[src/tcpopr_pkg.sv]
package tcpopr_pkg;

    // replacement bytes held in the target value registers
    localparam int TGT_BYTES       = 36;
    // rewrite limit per option
    localparam int MAX_VALUE_BYTES = 36;

    localparam logic [7:0] KIND_EOL   = 8'd0;
    localparam logic [7:0] KIND_NOP   = 8'd1;
    localparam logic [7:0] KIND_TOA_A = 8'd253;
    localparam logic [7:0] KIND_TOA_B = 8'd254;
    localparam logic [7:0] TOA_LEN    = 8'd8;
    localparam logic [7:0] LEN_UNKNOWN = 8'd0;
    localparam logic [7:0] LEN_ANY     = 8'd255;
    localparam logic [7:0] LEN_MIN     = 8'd2;

    typedef enum logic [1:0] {
        ROLE_KIND  = 2'd0,
        ROLE_LEN   = 2'd1,
        ROLE_VALUE = 2'd2,
        ROLE_NONE  = 2'd3
    } t_role;

    typedef enum logic [2:0] {
        ST_OK       = 3'd0,
        ST_EOL      = 3'd1,
        ST_BADLEN   = 3'd2,
        ST_TRUNC    = 3'd3,
        ST_UNKNOWN  = 3'd4,
        ST_MISMATCH = 3'd5
    } t_status;

    typedef enum logic [2:0] {
        REG_KIND = 3'd0,
        REG_LEN  = 3'd1,
        REG_W0   = 3'd2,
        REG_W1   = 3'd3,
        REG_W2   = 3'd4,
        REG_W3   = 3'd5,
        REG_W4   = 3'd6
    } t_reg_idx;

    typedef struct packed {
        logic [7:0]                 kind;
        logic [5:0]                 len;
        logic [TGT_BYTES-1:0][7:0]  value;
    } t_cfg;

    typedef struct packed {
        logic [7:0] out_byte;
        t_role      role;
        logic       done;
        logic [7:0] kind;
        t_status    status;
        logic       rewritten;
    } t_result;

    function automatic logic [7:0] expected_length(input logic [7:0] kind);
        logic [7:0] len;
        case (kind)
            8'd2:                       len = 8'd4;
            8'd3:                       len = 8'd3;
            8'd4:                       len = 8'd2;
            8'd6, 8'd7:                 len = 8'd6;
            8'd8:                       len = 8'd10;
            8'd9:                       len = 8'd2;
            8'd10, 8'd14, 8'd18:        len = 8'd3;
            8'd19:                      len = 8'd18;
            8'd27:                      len = 8'd8;
            8'd28:                      len = 8'd4;
            8'd5, 8'd15, 8'd30, 8'd34,
            8'd69, 8'd172, 8'd174:      len = LEN_ANY;
            8'd253, 8'd254:             len = 8'd8;
            default:                    len = LEN_UNKNOWN;
        endcase
        return len;
    endfunction

    function automatic logic is_toa(input logic [7:0] kind, input logic [7:0] len);
        return ((kind == KIND_TOA_A) || (kind == KIND_TOA_B)) && (len == TOA_LEN);
    endfunction

endpackage

[src/tcpopr_cfg.sv]
module tcpopr_cfg (
    input  logic                i_clk,
    input  logic                i_rst_n,
    input  logic                psel,
    input  logic                penable,
    input  logic                pwrite,
    input  logic [5:0]          paddr,
    input  logic [63:0]         pwdata,
    output logic [63:0]         prdata,
    output logic                pready,
    output tcpopr_pkg::t_cfg    o_cfg
);

    logic [7:0]  r_kind;
    logic [5:0]  r_len;
    logic [63:0] r_w0, r_w1, r_w2, r_w3;
    logic [31:0] r_w4;
    logic        w_wr;
    tcpopr_pkg::t_reg_idx w_idx;

    assign pready = 1'b1;
    assign w_wr   = psel && penable && pwrite;
    assign w_idx  = tcpopr_pkg::t_reg_idx'(paddr[5:3]);

    always_ff @(posedge i_clk) begin
        if (!i_rst_n) begin
            r_kind <= '0;
            r_len  <= '0;
            r_w0   <= '0;
            r_w1   <= '0;
            r_w2   <= '0;
            r_w3   <= '0;
            r_w4   <= '0;
        end else if (w_wr) begin
            case (w_idx)
                tcpopr_pkg::REG_KIND: r_kind <= pwdata[7:0];
                tcpopr_pkg::REG_LEN:  r_len  <= pwdata[5:0];
                tcpopr_pkg::REG_W0:   r_w0   <= pwdata;
                tcpopr_pkg::REG_W1:   r_w1   <= pwdata;
                tcpopr_pkg::REG_W2:   r_w2   <= pwdata;
                tcpopr_pkg::REG_W3:   r_w3   <= pwdata;
                tcpopr_pkg::REG_W4:   r_w4   <= pwdata[31:0];
                default: ;
            endcase
        end
    end

    always_comb begin
        case (w_idx)
            tcpopr_pkg::REG_KIND: prdata = {56'd0, r_kind};
            tcpopr_pkg::REG_LEN:  prdata = {58'd0, r_len};
            tcpopr_pkg::REG_W0:   prdata = r_w0;
            tcpopr_pkg::REG_W1:   prdata = r_w1;
            tcpopr_pkg::REG_W2:   prdata = r_w2;
            tcpopr_pkg::REG_W3:   prdata = r_w3;
            tcpopr_pkg::REG_W4:   prdata = {32'd0, r_w4};
            default:              prdata = '0;
        endcase
    end

    assign o_cfg.kind  = r_kind;
    assign o_cfg.len   = r_len;
    assign o_cfg.value = {r_w4, r_w3, r_w2, r_w1, r_w0};

endmodule

[src/tcpopr_core.sv]
module tcpopr_core (
    input  logic                    i_clk,
    input  logic                    i_rst_n,
    input  logic                    i_fire,
    input  logic [7:0]              i_byte,
    input  logic                    i_last,
    input  tcpopr_pkg::t_cfg        i_cfg,
    output tcpopr_pkg::t_result     o_res
);

    typedef enum logic [2:0] {
        PH_KIND  = 3'b001,
        PH_LEN   = 3'b010,
        PH_VALUE = 3'b100
    } t_phase;

    t_phase     r_phase,   n_phase;
    logic [7:0] r_kind,    n_kind;
    logic [7:0] r_length,  n_length;
    logic [7:0] r_pos,     n_pos;
    tcpopr_pkg::t_status r_status, n_status;
    logic       r_stopped, n_stopped;

    logic [7:0] w_exp;
    logic [7:0] w_vlen;
    logic [8:0] w_pos_inc;
    tcpopr_pkg::t_status w_len_st;
    logic       w_rw;

    always_ff @(posedge i_clk) begin
        if (!i_rst_n) begin
            r_phase   <= PH_KIND;
            r_kind    <= '0;
            r_length  <= '0;
            r_pos     <= '0;
            r_status  <= tcpopr_pkg::ST_OK;
            r_stopped <= 1'b0;
        end else if (i_fire) begin
            r_phase   <= n_phase;
            r_kind    <= n_kind;
            r_length  <= n_length;
            r_pos     <= n_pos;
            r_status  <= n_status;
            r_stopped <= n_stopped;
        end
    end

    // length byte classification against the expected-length table
    always_comb begin
        w_exp = tcpopr_pkg::expected_length(r_kind);
        if (tcpopr_pkg::is_toa(r_kind, i_byte))
            w_len_st = tcpopr_pkg::ST_OK;
        else if (w_exp == tcpopr_pkg::LEN_UNKNOWN)
            w_len_st = tcpopr_pkg::ST_UNKNOWN;
        else if ((w_exp != tcpopr_pkg::LEN_ANY) && (w_exp != i_byte))
            w_len_st = tcpopr_pkg::ST_MISMATCH;
        else
            w_len_st = tcpopr_pkg::ST_OK;
    end

    assign w_vlen    = r_length - tcpopr_pkg::LEN_MIN;
    assign w_pos_inc = {1'b0, r_pos} + 9'd1;
    assign w_rw      = (r_kind == i_cfg.kind) && !tcpopr_pkg::is_toa(r_kind, r_length)
                     && (r_pos < 8'(tcpopr_pkg::MAX_VALUE_BYTES))
                     && (r_pos < {2'b00, i_cfg.len}) && (r_pos < w_vlen);

    always_comb begin
        n_phase   = r_phase;
        n_kind    = r_kind;
        n_length  = r_length;
        n_pos     = r_pos;
        n_status  = r_status;
        n_stopped = r_stopped;

        o_res.out_byte  = i_byte;
        o_res.role      = tcpopr_pkg::ROLE_NONE;
        o_res.done      = 1'b0;
        o_res.kind      = '0;
        o_res.status    = tcpopr_pkg::ST_OK;
        o_res.rewritten = 1'b0;

        if (!r_stopped) begin
            case (r_phase)
                PH_KIND: begin
                    o_res.role = tcpopr_pkg::ROLE_KIND;
                    o_res.kind = i_byte;
                    if (i_byte == tcpopr_pkg::KIND_EOL) begin
                        o_res.done   = 1'b1;
                        o_res.status = tcpopr_pkg::ST_EOL;
                        n_stopped    = 1'b1;
                    end else if (i_byte == tcpopr_pkg::KIND_NOP) begin
                        o_res.done = 1'b1;
                    end else begin
                        n_kind = i_byte;
                        if (i_last) begin
                            o_res.done   = 1'b1;
                            o_res.status = tcpopr_pkg::ST_TRUNC;
                        end else begin
                            n_phase = PH_LEN;
                        end
                    end
                end
                PH_LEN: begin
                    o_res.role = tcpopr_pkg::ROLE_LEN;
                    o_res.kind = r_kind;
                    if (i_byte < tcpopr_pkg::LEN_MIN) begin
                        o_res.done   = 1'b1;
                        o_res.status = tcpopr_pkg::ST_BADLEN;
                        n_stopped    = 1'b1;
                        n_phase      = PH_KIND;
                    end else begin
                        o_res.status = w_len_st;
                        n_status     = w_len_st;
                        n_length     = i_byte;
                        if (i_byte == tcpopr_pkg::LEN_MIN) begin
                            o_res.done = 1'b1;
                            n_phase    = PH_KIND;
                        end else if (i_last) begin
                            o_res.done   = 1'b1;
                            o_res.status = tcpopr_pkg::ST_TRUNC;
                        end else begin
                            n_pos   = '0;
                            n_phase = PH_VALUE;
                        end
                    end
                end
                PH_VALUE: begin
                    o_res.role   = tcpopr_pkg::ROLE_VALUE;
                    o_res.kind   = r_kind;
                    o_res.status = r_status;
                    if (w_rw) begin
                        o_res.rewritten = 1'b1;
                        // replacement bytes past the register bank read as zero
                        o_res.out_byte  = (r_pos < 8'(tcpopr_pkg::TGT_BYTES))
                                        ? i_cfg.value[r_pos[5:0]] : 8'd0;
                    end
                    if (w_pos_inc >= {1'b0, w_vlen}) begin
                        o_res.done = 1'b1;
                        n_phase    = PH_KIND;
                        n_pos      = '0;
                    end else begin
                        n_pos = w_pos_inc[7:0];
                        if (i_last) begin
                            o_res.done   = 1'b1;
                            o_res.status = tcpopr_pkg::ST_TRUNC;
                        end
                    end
                end
                default: begin
                    n_phase = PH_KIND;
                end
            endcase
        end

        // end of option area restarts the parser
        if (i_last) begin
            n_phase   = PH_KIND;
            n_pos     = '0;
            n_stopped = 1'b0;
        end
    end

endmodule

[src/tcp_option_parse_rewrite.sv]
// a taken byte goes through the input register, the combinational parse step
// and the result register that drives the outputs; throughput: one option
// byte per cycle while i_stall does not hold the result register
// reset (synchronous, active low): parser back to expect-kind, not stopped,
// all target registers cleared, both holding registers empty
module tcp_option_parse_rewrite (
    input  logic        i_clk,
    input  logic        i_rst_n,
    input  logic        i_valid,
    output logic        o_stall,
    input  logic [7:0]  i_in_byte,
    input  logic        i_in_last,
    output logic        o_valid,
    input  logic        i_stall,
    output logic [7:0]  o_out_byte,
    output logic [1:0]  o_byte_role,
    output logic        o_option_done,
    output logic [7:0]  o_option_kind,
    output logic [2:0]  o_option_status,
    output logic        o_rewritten,
    input  logic        psel,
    input  logic        penable,
    input  logic        pwrite,
    input  logic [5:0]  paddr,
    input  logic [63:0] pwdata,
    output logic [63:0] prdata,
    output logic        pready
);

    logic                   r_in_valid;
    logic [7:0]             r_in_byte;
    logic                   r_in_last;
    logic                   r_out_valid;
    tcpopr_pkg::t_result    r_out;
    tcpopr_pkg::t_result    w_res;
    tcpopr_pkg::t_cfg       w_cfg;
    logic                   w_out_load;
    logic                   w_fire;
    logic                   w_in_acc;

    tcpopr_cfg u_cfg (
        .i_clk   (i_clk),
        .i_rst_n (i_rst_n),
        .psel    (psel),
        .penable (penable),
        .pwrite  (pwrite),
        .paddr   (paddr),
        .pwdata  (pwdata),
        .prdata  (prdata),
        .pready  (pready),
        .o_cfg   (w_cfg)
    );

    assign w_out_load = !r_out_valid || !i_stall;
    assign w_fire     = r_in_valid && w_out_load;
    assign o_stall    = r_in_valid && !w_out_load;
    assign w_in_acc   = i_valid && !o_stall;

    tcpopr_core u_core (
        .i_clk   (i_clk),
        .i_rst_n (i_rst_n),
        .i_fire  (w_fire),
        .i_byte  (r_in_byte),
        .i_last  (r_in_last),
        .i_cfg   (w_cfg),
        .o_res   (w_res)
    );

    always_ff @(posedge i_clk) begin
        if (!i_rst_n) begin
            r_in_valid <= 1'b0;
        end else if (w_in_acc) begin
            r_in_valid <= 1'b1;
        end else if (w_fire) begin
            r_in_valid <= 1'b0;
        end
    end

    always_ff @(posedge i_clk) begin
        if (w_in_acc) begin
            r_in_byte <= i_in_byte;
            r_in_last <= i_in_last;
        end
    end

    always_ff @(posedge i_clk) begin
        if (!i_rst_n) begin
            r_out_valid <= 1'b0;
        end else if (w_out_load) begin
            r_out_valid <= r_in_valid;
        end
    end

    always_ff @(posedge i_clk) begin
        if (w_fire) begin
            r_out <= w_res;
        end
    end

    assign o_valid         = r_out_valid;
    assign o_out_byte      = r_out.out_byte;
    assign o_byte_role     = r_out.role;
    assign o_option_done   = r_out.done;
    assign o_option_kind   = r_out.kind;
    assign o_option_status = r_out.status;
    assign o_rewritten     = r_out.rewritten;

    a_unparsed_quiet: assert property (@(posedge i_clk) disable iff (!i_rst_n)
        o_valid && (o_byte_role == tcpopr_pkg::ROLE_NONE)
        |-> !o_option_done && !o_rewritten && (o_option_kind == 8'd0)
            && (o_option_status == tcpopr_pkg::ST_OK))
        else $error("unparsed byte carries option info");

    a_rewrite_value_only: assert property (@(posedge i_clk) disable iff (!i_rst_n)
        o_valid && o_rewritten |-> (o_byte_role == tcpopr_pkg::ROLE_VALUE))
        else $error("rewrite on a non-value byte");

    a_eol_shape: assert property (@(posedge i_clk) disable iff (!i_rst_n)
        o_valid && (o_option_status == tcpopr_pkg::ST_EOL)
        |-> o_option_done && (o_byte_role == tcpopr_pkg::ROLE_KIND)
            && (o_option_kind == tcpopr_pkg::KIND_EOL))
        else $error("end of list reported on wrong byte");

    a_full_stall: assert property (@(posedge i_clk) disable iff (!i_rst_n)
        r_in_valid && r_out_valid && i_stall |-> o_stall)
        else $error("input taken while both stages are held");

endmodule
[config.mk]
export PLATFORM = sky130hd
export DESIGN_NAME = tcp_option_parse_rewrite
export DESIGN_NICKNAME = d
export VERILOG_FILES = /design/src/tcpopr_pkg.sv /design/src/tcpopr_cfg.sv /design/src/tcpopr_core.sv /design/src/tcp_option_parse_rewrite.sv
export SDC_FILE = /design/constraint.sdc
export NUM_CORES = 1
export LEC_CHECK = 0
export ABC_CLOCK_PERIOD_IN_PS = 3150
export BUFFER_PORTS_ARGS = -buffer_cell sky130_fd_sc_hd__buf_2
export CAP_MARGIN = 0
export CORE_MARGIN = 5
export CORE_UTILIZATION = 30
export DETAILED_ROUTE_END_ITERATION = 16
export GPL_ROUTABILITY_DRIVEN = 0
export PLACE_DENSITY_LB_ADDON = 0.08
export SLEW_MARGIN = 10
export SYNTH_ARGS = -nofsm -noshare
export SYNTH_HDL_FRONTEND = slang
export SYNTH_SLANG_ARGS = --single-unit
[constraint.sdc]
create_clock -name i_clk -period 3.15 [get_ports i_clk]
set_input_delay 0.63 -clock i_clk [delete_from_list [all_inputs] [get_ports i_clk]]
set_output_delay 0.63 -clock i_clk [all_outputs]
set_load 0.02 [all_outputs]
---- After elaboration in Yosys (flattened, before gate mapping) ----
Index checks and enable logic that the tools add are counted.
Widths: inputs -> output; s select.
word-level totals
  input bits .............................. 86
  output and inout port bits .............. 90
  logic and storage cells ................. 171
  bits in registers ....................... 367
cells by class
  order comparisons ....................... 6
  reduce and logical (&&, ||, !) cells .... 42
  $add $sub $neg .......................... 2
  bitwise gates (word level) .............. 5
  multiplexer cells ....................... 49
  eq/ne operators ......................... 44
operators with widths
  operator             number
  $pmux 64 s7          1
  $mux 8               9
  $pmux 8 s8           1
  $eq 8x4->1 const B   7
  $mux 3               17
  $bmux 8 s6           1
  $pmux 14 s3          1
  $eq 8x5->1 const B   5
  $eq 8x3->1 const B   4
  $eq 8x8->1 const B   4
  $eq 8x2->1 const B   3
  $mux 23              1
  $logic_not 8->1      2
  $pmux 8 s2           1
  $reduce_and 5->1     3
  $mux 1               14
  $reduce_and 2->1     7
  $eq 3x3->1 const B   4
  $logic_and 1x1->1    12
  $ne 3x3->1 const B   4
  $add 8x1->9 const B  1
  $eq 3x2->1 const B   3
  $ge 9x8->1           1
  $pmux 3 s3           1
  28 further kinds     41

---- Logic depth before layout (Yosys ltp) ----
Gate-level depths: netlist (run 1).
  depth in word-level cells ............... 13
  mapped depth ............................ 14
  gate-level depth less buffers ........... 13

---- Modules after synthesis ----
A second synthesis (run 1) with hierarchy kept.
second synthesis, totals
  cell total of the unflattened synthesis .. 1938
  area total of the unflattened synthesis .. 19512.5 µm²
by module, submodules not included
  module                    area an instance (µm²)  cells an instance  sequential area each (µm²)  times used
  tcpopr_cfg                13102.6                 1341               6045.8                      1
  tcpopr_core               5365.1                  557                600.6                       1
  tcp_option_parse_rewrite  1044.8                  40                 1001.0                      1

---- Worst setup path before layout (run 1) ----
No wires, ideal clock.
  path kind ............................... reg-to-reg
  start ................................... register u_core.r_pos[1]
  end ..................................... register u_core.r_pos[2]
  library setup time ...................... 60 ps
  arrival time ............................ 3147 ps
  data required time ...................... 3090 ps
  setup slack ............................. -58 ps
  buffers on the path ..................... 2
  stages on the path, launching flop included .. 14
  period minus slack after synthesis ...... 3208 ps
  cell sequence ........................... dfxtp_1 > buf_2 > buf_1 > and3_1 > xor2_1 > ha_1 > a21o_1 > a21oi_1 > nor2b_1 > a311oi_1 > o211a_1 > or4b_1 > o21ai_1 > a22o_1
on the way
  longest elaborated chain between the ends .. 6
ends and longest elaborated chain
  element                   RTL line            RTL
  start: declaration        tcpopr_core.sv:20   logic [7:0] r_pos, n_pos;
  start signal: assignment  tcpopr_core.sv:42   r_pos <= n_pos;
  $add 8x1->9 (*)           tcpopr_core.sv:62   assign w_pos_inc = {1'b0, r_pos} + 9'd1;
  $ge 9x8->1                tcpopr_core.sv:137  if (w_pos_inc >= {1'b0, w_vlen}) begin
  $mux 8 (*)                tcpopr_core.sv:137
  $pmux 8 s2 (*)            tcpopr_core.sv:83   case (r_phase)
  $mux 8 (*)                tcpopr_core.sv:82   if (!r_stopped) begin
  $mux 8 (*)                tcpopr_core.sv:156  if (i_last) begin
Every way passes the cells marked *; elsewhere a longest branch is shown, timed or not. The select of a mux whose other input is x is not followed.
A chain may end at the register's enable or synchronous reset.

---- Worst setup path in the final report (run 1) ----
  start ................................... input paddr[3]
  end ..................................... output prdata[11]
on the way
  longest elaborated chain between the ends .. 2
  elaborated cells on any way between the ends .. 8
  those cells by class .................... 6 x eq/ne; 1 x mux; 1 x reduce/logical
ends and longest elaborated chain
  element                             RTL line                        RTL
  start: declaration                  tcp_option_parse_rewrite.sv:24  input logic [5:0] paddr,
  $eq 3x3->1 (tied with other cells)  tcpopr_cfg.sv:49                case (w_idx)
  $pmux 64 s7 (*)                     tcpopr_cfg.sv:49
  end: declaration                    tcp_option_parse_rewrite.sv:26  output logic [63:0] prdata,
Every way passes the cells marked *; elsewhere a longest branch is shown, timed or not.

==> metrics.md, run 1 <==
| Metric | Value |
|---|---|
| Max-cap violation count | `0` |
| Vias post-DR | `roughly 17,000` |
| GRT Total Usage | `0.219` |
| Period utilization | `0.982` |
| Initial antenna violation count | `5` |
| Number of buffers created by CTS | `between 40 and 50` |
| Worst R2R Setup Slack | `approximately 100 ps` |
| Final Hold Fails | `0` |
| Number of buffers added for setup after CTS | `0` |
| Iter 0 DRT Violations | `1,471` |
| #FFs+latches synth | `366` |
| Pre-CTS setup slack | `around 87 ps` |
| Setup ws final | `between 50 and 60 ps` |
| Grt total ovfl | `0` |
| Final hold slack | `about 240 ps` |
| Clock Sinks | `around 370` |
| FF-to-FF path depth | `7` |
| Post-layout nets | `roughly 2,400` |
| Pwr dens | `approximately 500 nW/um^2` |
| Antenna-violating nets left | `0` |
| Power Total | `~11,000 uW` |
| GR met1 Demand/Resource | `0.312` |
| Layout area overhead | `18.7%` |
| Mapped Cells | `between 2,000 and 2,500` |
| Vias per cell | `approximately 5.4` |
| Worst setup EP type | `primary output` |
| Setup CP Type | `primary input to primary output` |
| Die area | `67,500 sq um` |
| Max Fanout on Critical Path | `19` |
| DPL Wire Length | `52,500 um` |
| Synth Warn # | `0` |
| Min Tclk post-route | `between 3000 and 4000 ps` |
| Port bufs | `approximately 170` |
| Top FF cell, synth | `dfxtp_1` |
| Total length of routed wires | `approximately 76,000 um` |
| Critical Path RT | `~2500 ps` |
| Synthesized cell area | `18,700 sq um` |
| Syn avg cell area | `8.54 sq um` |
| Worst Hold Class | `primary input to register` |
| Slew Limit Fails | `0` |
| CTS H-tree depth | `2` |
| FF-to-FF End | `o_out_byte[3]$_DFFE_PP_` |
| Sequential share of the synthesized area | `0.409` |
| Slew of the pin with the lowest slew margin | `1040 ps` |
| VDD IR max | `between 0.3 and 0.4 mV` |
| Vias in the first global route | `16,305` |
| Chip Width | `roughly 260 um` |
| Core ar. | `around 62,000 sq um` |
| First-pass GRT wire length | `112,000 um` |
| CTS tree | `yes` |
| Rows | `between 90 and 100` |
| Yosys top cell area share | `0.357` |
| 1st-pass router iterations | `6` |
| Final setup fails | `0` |
| Filler Cell Count | `around 6,400` |
| Clk_lat worst skew | `590 ps` |
| Total I/O pin count | `about 180` |
| Synth async-reset ratio | `0` |
| Synth top area cells | `dfxtp_1, nand2_1, mux4_2` |
| Mapped Nets | `~2,300` |
| CP arrival | `~2500 ps` |
| Routed WL per cell | `between 20 and 25 um` |
| Clk root buf | `clkbuf_16` |
| Post-synth EDFFs | `32` |
| Leakage power | `approximately 0.0080 uW` |
| Maximum clock rate | `about 320 MHz` |
| Starting Density | `0.303` |
| Largest net degree at the start of global routing | `162` |
| DRC | `0` |
| Worst Setup Start Kind | `primary input` |
| GRT met2 Usage | `0.354` |
| Post-synth cell types | `82` |
| CP startpoint | `paddr[3]` |
| Relative slew slack | `0.304` |
| DIE HEIGHT | `around 260 um` |
| Core Util, Final | `0.360` |
| Synth area leader | `dfxtp_1` |
| Layout cell share with drive strength beyond 1 | `0.190` |
| Busiest grt layer | `met2` |
| Status | `complete, no violations` |
| # resized after CTS | `0` |
| Routing usage on met3 | `0.0279` |
| Clock tree buffer depth | `3` |
| CP endpoint | `prdata[11]` |
| Worst-path clk slew | `around 50 ps` |
| Reg2Reg Launch Point | `u_core.r_pos[0]$_SDFFE_PN0P_` |
| Clock Skew | `~22 ps` |
| RSZ-0062 raised after global routing | `no` |
| Cts hold-fix bufs | `0` |
| TNS Setup | `0 ps` |
-- metal layers --
metal,wire length [um],share of wire,vias up
met5,0,0,-
met3,4160,0.055,112
li1,-,-,7940
met2,35600,0.47,579
met1,34600,0.45,8486
met4,1970,0.026,0
-- power breakdown --
group	switching, uW	total, uW	leakage [uW]	internal (uW)
clock network	2160	5450	0.000750	3290
registers	64.0	4820	0.00300	4760
logic	485	706	0.00425	221
total	2710	11000	0.00801	8260
-- final cells by class --
| type | instances | area [sq um] | share of cell area |
|---|---|---|---|
| antenna | 1 | 2.50 | 0.000113 |
| clock buffer | 71 | 1360 | 0.0611 |
| clock inverter | 12 | 169 | 0.00760 |
| inverter | 19 | 78.8 | 0.00355 |
| multi-input combinational | 1613 | 10200 | 0.461 |
| sequential | 366 | 7660 | 0.344 |
| tap | 837 | 1050 | 0.0471 |
| timing repair buffer | 253 | 1680 | 0.0754 |
-- logic make-up (layout without fill, tap and decap cells) --
group,count (synthesis),count (layout),share of synthesized area
other,1,2,0.000200
adders and majority gates,23,23,0.0154
AOI/OAI and AO/OA,530,530,0.173
and+or+nand+nor,871,871,0.194
DFF,366,366,0.409
buffers and inverters,212,355,0.0467
muxes,163,163,0.150
xor gates and xnor gates,25,25,0.0117
-- through the flow --
step / area (sq um) / std cells
floorplan: 18700 / 2191
global placement: 20700 / 3088
detailed placement: 20700 / 3088
CTS: 22200 / 3171
global route: 22200 / 3171
finish: 22200 / 3172
-- cells in the mapped netlist (9+ instances only) --
master	instances
a221o_1	25
or3_1	9
nand3_1	21
inv_1	18
a22oi_1	74
ha_1	23
buf_1	14
nand2_1	651
nor2b_1	18
nor3_1	10
xor2_1	12
and3_1	10
nor2_1	95
mux2_2	9
a21oi_1	323
o21ai_0	19
dfxtp_1	334
mux4_2	83
clkbuf_1	150
a22o_1	30
mux2i_1	62
xnor2_1	13
buf_2	23
edfxtp_1	32
o21ai_1	12
-- placed cells by master (no fill, tap or decap), types with 7 or more instances in the layout --
cell type and instances:
nor3_1 10, buf_4 65, buf_2 171, xnor2_1 13, a22oi_1 74, nand3_1 21, nand2b_1 8, nor2b_1 15
mux4_2 83, nor2_1 93, inv_1 17, a21oi_1 323, dfxtp_1 331, clkbuf_1 16, edfxtp_1 32, mux2_2 9
a22o_1 30, o21ai_0 19, buf_12 16, ha_1 23, mux2i_1 62, clkbuf_16 48, or3_1 9, o21ai_1 12
xor2_1 11, a221o_1 25, and3_1 8, clkbuf_8 7, nand2_1 647
-- worst max-delay path: stages --
cell	delay (ps)
buf_2	160
nor2b_2	580
buf_4	410
a22o_1	180
a221o_1	270
buf_2	220
-- worst min-delay path by stage --
stage,from,cells past startpoint,end,slack [ps]
after CTS,i_in_byte[3],1,r_in_byte[3]$_DFFE_PP_,190
final,i_in_byte[3],1,r_in_byte[3]$_DFFE_PP_,240
after floorplan,u_cfg.r_w1[6]$_SDFFE_PN0P_,2,u_cfg.r_w1[6]$_SDFFE_PN0P_,440
after detailed placement,u_cfg.r_w2[28]$_SDFFE_PN0P_,2,u_cfg.r_w2[28]$_SDFFE_PN0P_,460
after global routing,i_in_byte[5],1,r_in_byte[5]$_DFFE_PP_,200
after global placement,u_cfg.r_w0[7]$_SDFFE_PN0P_,2,u_cfg.r_w0[7]$_SDFFE_PN0P_,450
-- state kept, by name (all words and copies together), names as in the netlist, 2 cells and up --
signal,flops
u_cfg.r_w0,64
u_cfg.r_w1,64
u_cfg.r_w2,64
u_cfg.r_w3,64
u_cfg.r_w4,32
o_option_kind,8
o_out_byte,8
r_in_byte,8
u_cfg.r_kind,8
u_core.r_kind,8
u_core.r_length,8
u_core.r_pos,8
u_cfg.r_len,6
o_option_status,3
u_core.r_phase,3
o_byte_role,2
u_core.r_status,2
Power figures use the tool's default switching activity.
==> run 2: changes to the inputs <==
--- a/config.mk
+++ b/config.mk
@@ -12,7 +12,8 @@
 export CORE_UTILIZATION = 30
 export DETAILED_ROUTE_END_ITERATION = 16
 export GPL_ROUTABILITY_DRIVEN = 0
-export PLACE_DENSITY_LB_ADDON = 0.08
+export PLACE_DENSITY = 0.52
+export SETUP_SLACK_MARGIN = 0.4
 export SLEW_MARGIN = 10
 export SYNTH_ARGS = -nofsm -noshare
 export SYNTH_HDL_FRONTEND = slang
==> run 2 against run 1 <==
Routed wire length fell by 5.6%. Sequential power barely moved. Largest power group unchanged. Via count rose by 0.77%. Clock skew rose by 10 ps. Worst setup slack improved by 290 ps. Largest cell class unchanged. Register-to-register slack improved by 240 ps. Sequential cell count did not move. Global-route usage fell by 1.5 points. Clock power rose by 3%.
==> metrics.md, run 2 (synthesized netlist as in run 1, its figures left out) <==
| Metric | Value |
|---|---|
| Status | `complete, no violations` |
| Leakage power | `0.00824 uW (+2.9%)` |
| Slew Limit Fails | `0 (unchanged)` |
| Routed WL per cell | `22.5 um (-6.4%)` |
| Clock tree buffer depth | `3 (unchanged)` |
| Iter 0 DRT Violations | `1,595 (+8.4%)` |
| Largest net degree at the start of global routing | `91 (-44%)` |
| Port bufs | `171 (unchanged)` |
| Grt total ovfl | `0 (unchanged)` |
| Post-layout nets | `2,429 (+0.91%)` |
| Die area | `67,500 sq um (unchanged)` |
| Clk_lat worst skew | `600 ps (about the same)` |
| DRC | `0 (unchanged)` |
| RSZ-0062 raised after global routing | `yes` |
| DIE HEIGHT | `260 um (unchanged)` |
| Clk root buf | `clkbuf_16` |
| DPL Wire Length | `48,900 um (-7.0%)` |
| Total length of routed wires | `72,000 um (-5.6%)` |
| Layout area overhead | `22.1%` |
| Vias post-DR | `17,248 (+0.77%)` |
| CP arrival | `3140 ps (+680 ps)` |
| Setup CP Type | `register to register` |
| Initial antenna violation count | `14 (+9)` |
| Internal power | `8390 uW (+1.6%)` |
| Worst R2R Setup Slack | `340 ps (+240 ps)` |
| Vias per cell | `5.39 (about the same)` |
| Placed insts | `3,083 (-0.16%)` |
| Relative slew slack | `0.351 (+0.0466)` |
| Worst Hold Class | `primary input to register` |
| Worst setup EP type | `register` |
| Clock power frac | `0.504 (+0.008)` |
| First-pass GRT wire length | `106,000 um (-5.3%)` |
| Total I/O pin count | `176 (unchanged)` |
| Final Hold Fails | `0 (unchanged)` |
| Clock Skew | `32.5 ps (+10.4 ps)` |
| Rows | `91 (unchanged)` |
| Pwr dens | `487 nW/um^2 (-1.3%)` |
| TNS Setup | `0 ps (unchanged)` |
| Worst-path clk slew | `60 ps (about the same)` |
| Design area | `22,900 sq um (+2.8%)` |
| Max Fanout on Critical Path | `10 (-9)` |
| Switching share of power | `0.247 (-0.000351)` |
| Antenna-violating nets left | `0 (unchanged)` |
| Worst Setup Start Kind | `register` |
| Commonest non-fill, non-tap cells in the layout | `nand2_1, dfxtp_1, a21oi_1, buf_2, nor2_1` |
| Vias in the first global route | `16,416 (+0.68%)` |
| GRT Total Usage | `0.204 (-0.0149)` |
| Period utilization | `0.891 (-0.0914)` |
| Post-DP Area | `20,600 sq um (-0.27%)` |
| Final cell count without fillers | `3,198 (+0.82%)` |
| Clock Sinks | `366 (unchanged)` |
| Number of buffers created by CTS | `44 (-2.2%)` |
| Most common cell after layout, fill and taps aside | `nand2_1` |
| Flop pwr share | `0.433 (-0.006)` |
| Layout cell share with drive strength beyond 1 | `0.222 (+0.0318)` |
| Slew of the pin with the lowest slew margin | `970 ps (-69.6 ps)` |
| CTS tree | `yes` |
| Chip Width | `260 um (unchanged)` |
| Max-cap violation count | `0 (unchanged)` |
| Psw | `2750 uW (+1.4%)` |
| CTS H-tree depth | `2 (unchanged)` |
| Filler Cell Count | `6,258 (-2.4%)` |
| Core ar. | `61,700 sq um (unchanged)` |
| Final setup fails | `0 (unchanged)` |
| 1st-pass router iterations | `6 (unchanged)` |
| Min Tclk post-route | `2810 ps (-288 ps)` |
| Critical Path RT | `3480 ps (+960 ps)` |
| VDD IR max | `0.359 mV (-6.4%)` |
| Comb power frac | `0.063 (about the same)` |
| Maximum clock rate | `356 MHz (+10%)` |
| Starting Density | `0.303 (unchanged)` |
==> run 2: cell types whose count changed in the layout (fill, tap and decap cells not counted), sizes merged <==
cell      before  now
clkinv         5   18
clkinvlp       0    4
diode          1    5
buf          253  273
inv           22   19
bufinv         4    9
clkbuf        71   54
==> run 2: repair_timing <==
action                                  in CTS  in global routing
gates resized for setup                     51                 32
setup buffers                               11                 13
pin swaps                                    8                 10
endpoints found under the setup margin      81                 39
gates cloned                                 1                  3
hold buffers                                 0                  0
==> run 2: stage by stage <==
stage	utilization	power [uW]	hold WS, ps	setup WS (ps)
2_1_floorplan	-	5280	442	289
3_3_place_gp	0.334	5580	453	131
3_5_place_dp	0.334	5590	459	136
4_1_cts	0.365	11200	201	274
5_1_grt	0.370	11500	208	241
6_report	0.370	11100	232	344
==> run 2: area by class of cell <==
| cell class | count | area, sq um | share of cell area |
|---|---|---|---|
| sequential | 366 | 7660 | 0.335 |
| tap | 837 | 1050 | 0.0458 |
| clock buffer | 51 | 1160 | 0.0506 |
| clock inverter | 31 | 449 | 0.0197 |
| inverter | 19 | 78.8 | 0.00345 |
| multi-input combinational | 1613 | 10400 | 0.456 |
| antenna | 5 | 12.5 | 0.000547 |
| timing repair buffer | 276 | 2020 | 0.0883 |
==> run 2: routing by layer <==
layer,GRT usage,share of wire,wire length [um],vias to the layer above
met1,0.275,0.42,30500,8338
li1,-,-,-,7998
met5,0,0.0011,80,-
met2,0.321,0.45,32500,754
met3,0.0363,0.078,5580,146
met4,0.0901,0.048,3430,12
==> run 2: worst paths after layout <==
check	from	end	cells after the start
max	u_core.r_pos[0]$_SDFFE_PN0P_	o_out_byte[5]$_DFFE_PP_	7
min	i_in_byte[1]	r_in_byte[1]$_DFFE_PP_	1
max reg2reg	u_core.r_pos[0]$_SDFFE_PN0P_	o_out_byte[5]$_DFFE_PP_	7
min reg2reg	u_cfg.r_w2[54]$_SDFFE_PN0P_	u_cfg.r_w2[54]$_SDFFE_PN0P_	2
==> run 2: worst max-delay path, stage by stage, from the launching register on <==
cell and delay [ps]:
dfxtp_4 400, buf_12 200, buf_8 170, mux4_4 700
mux4_2 470, mux2i_1 150, o21ai_1 150, mux2_2 300
==> run 2: power by group through the flow <==
stage / Clock, uW / Combinational, uW / Sequential (uW)
finish: 5620 / 701 / 4820
global route: 5920 / 752 / 4830
CTS: 5720 / 680 / 4820
detailed placement: 0 / 670 / 4920
global placement: 0 / 662 / 4920
floorplan: 0 / 372 / 4910
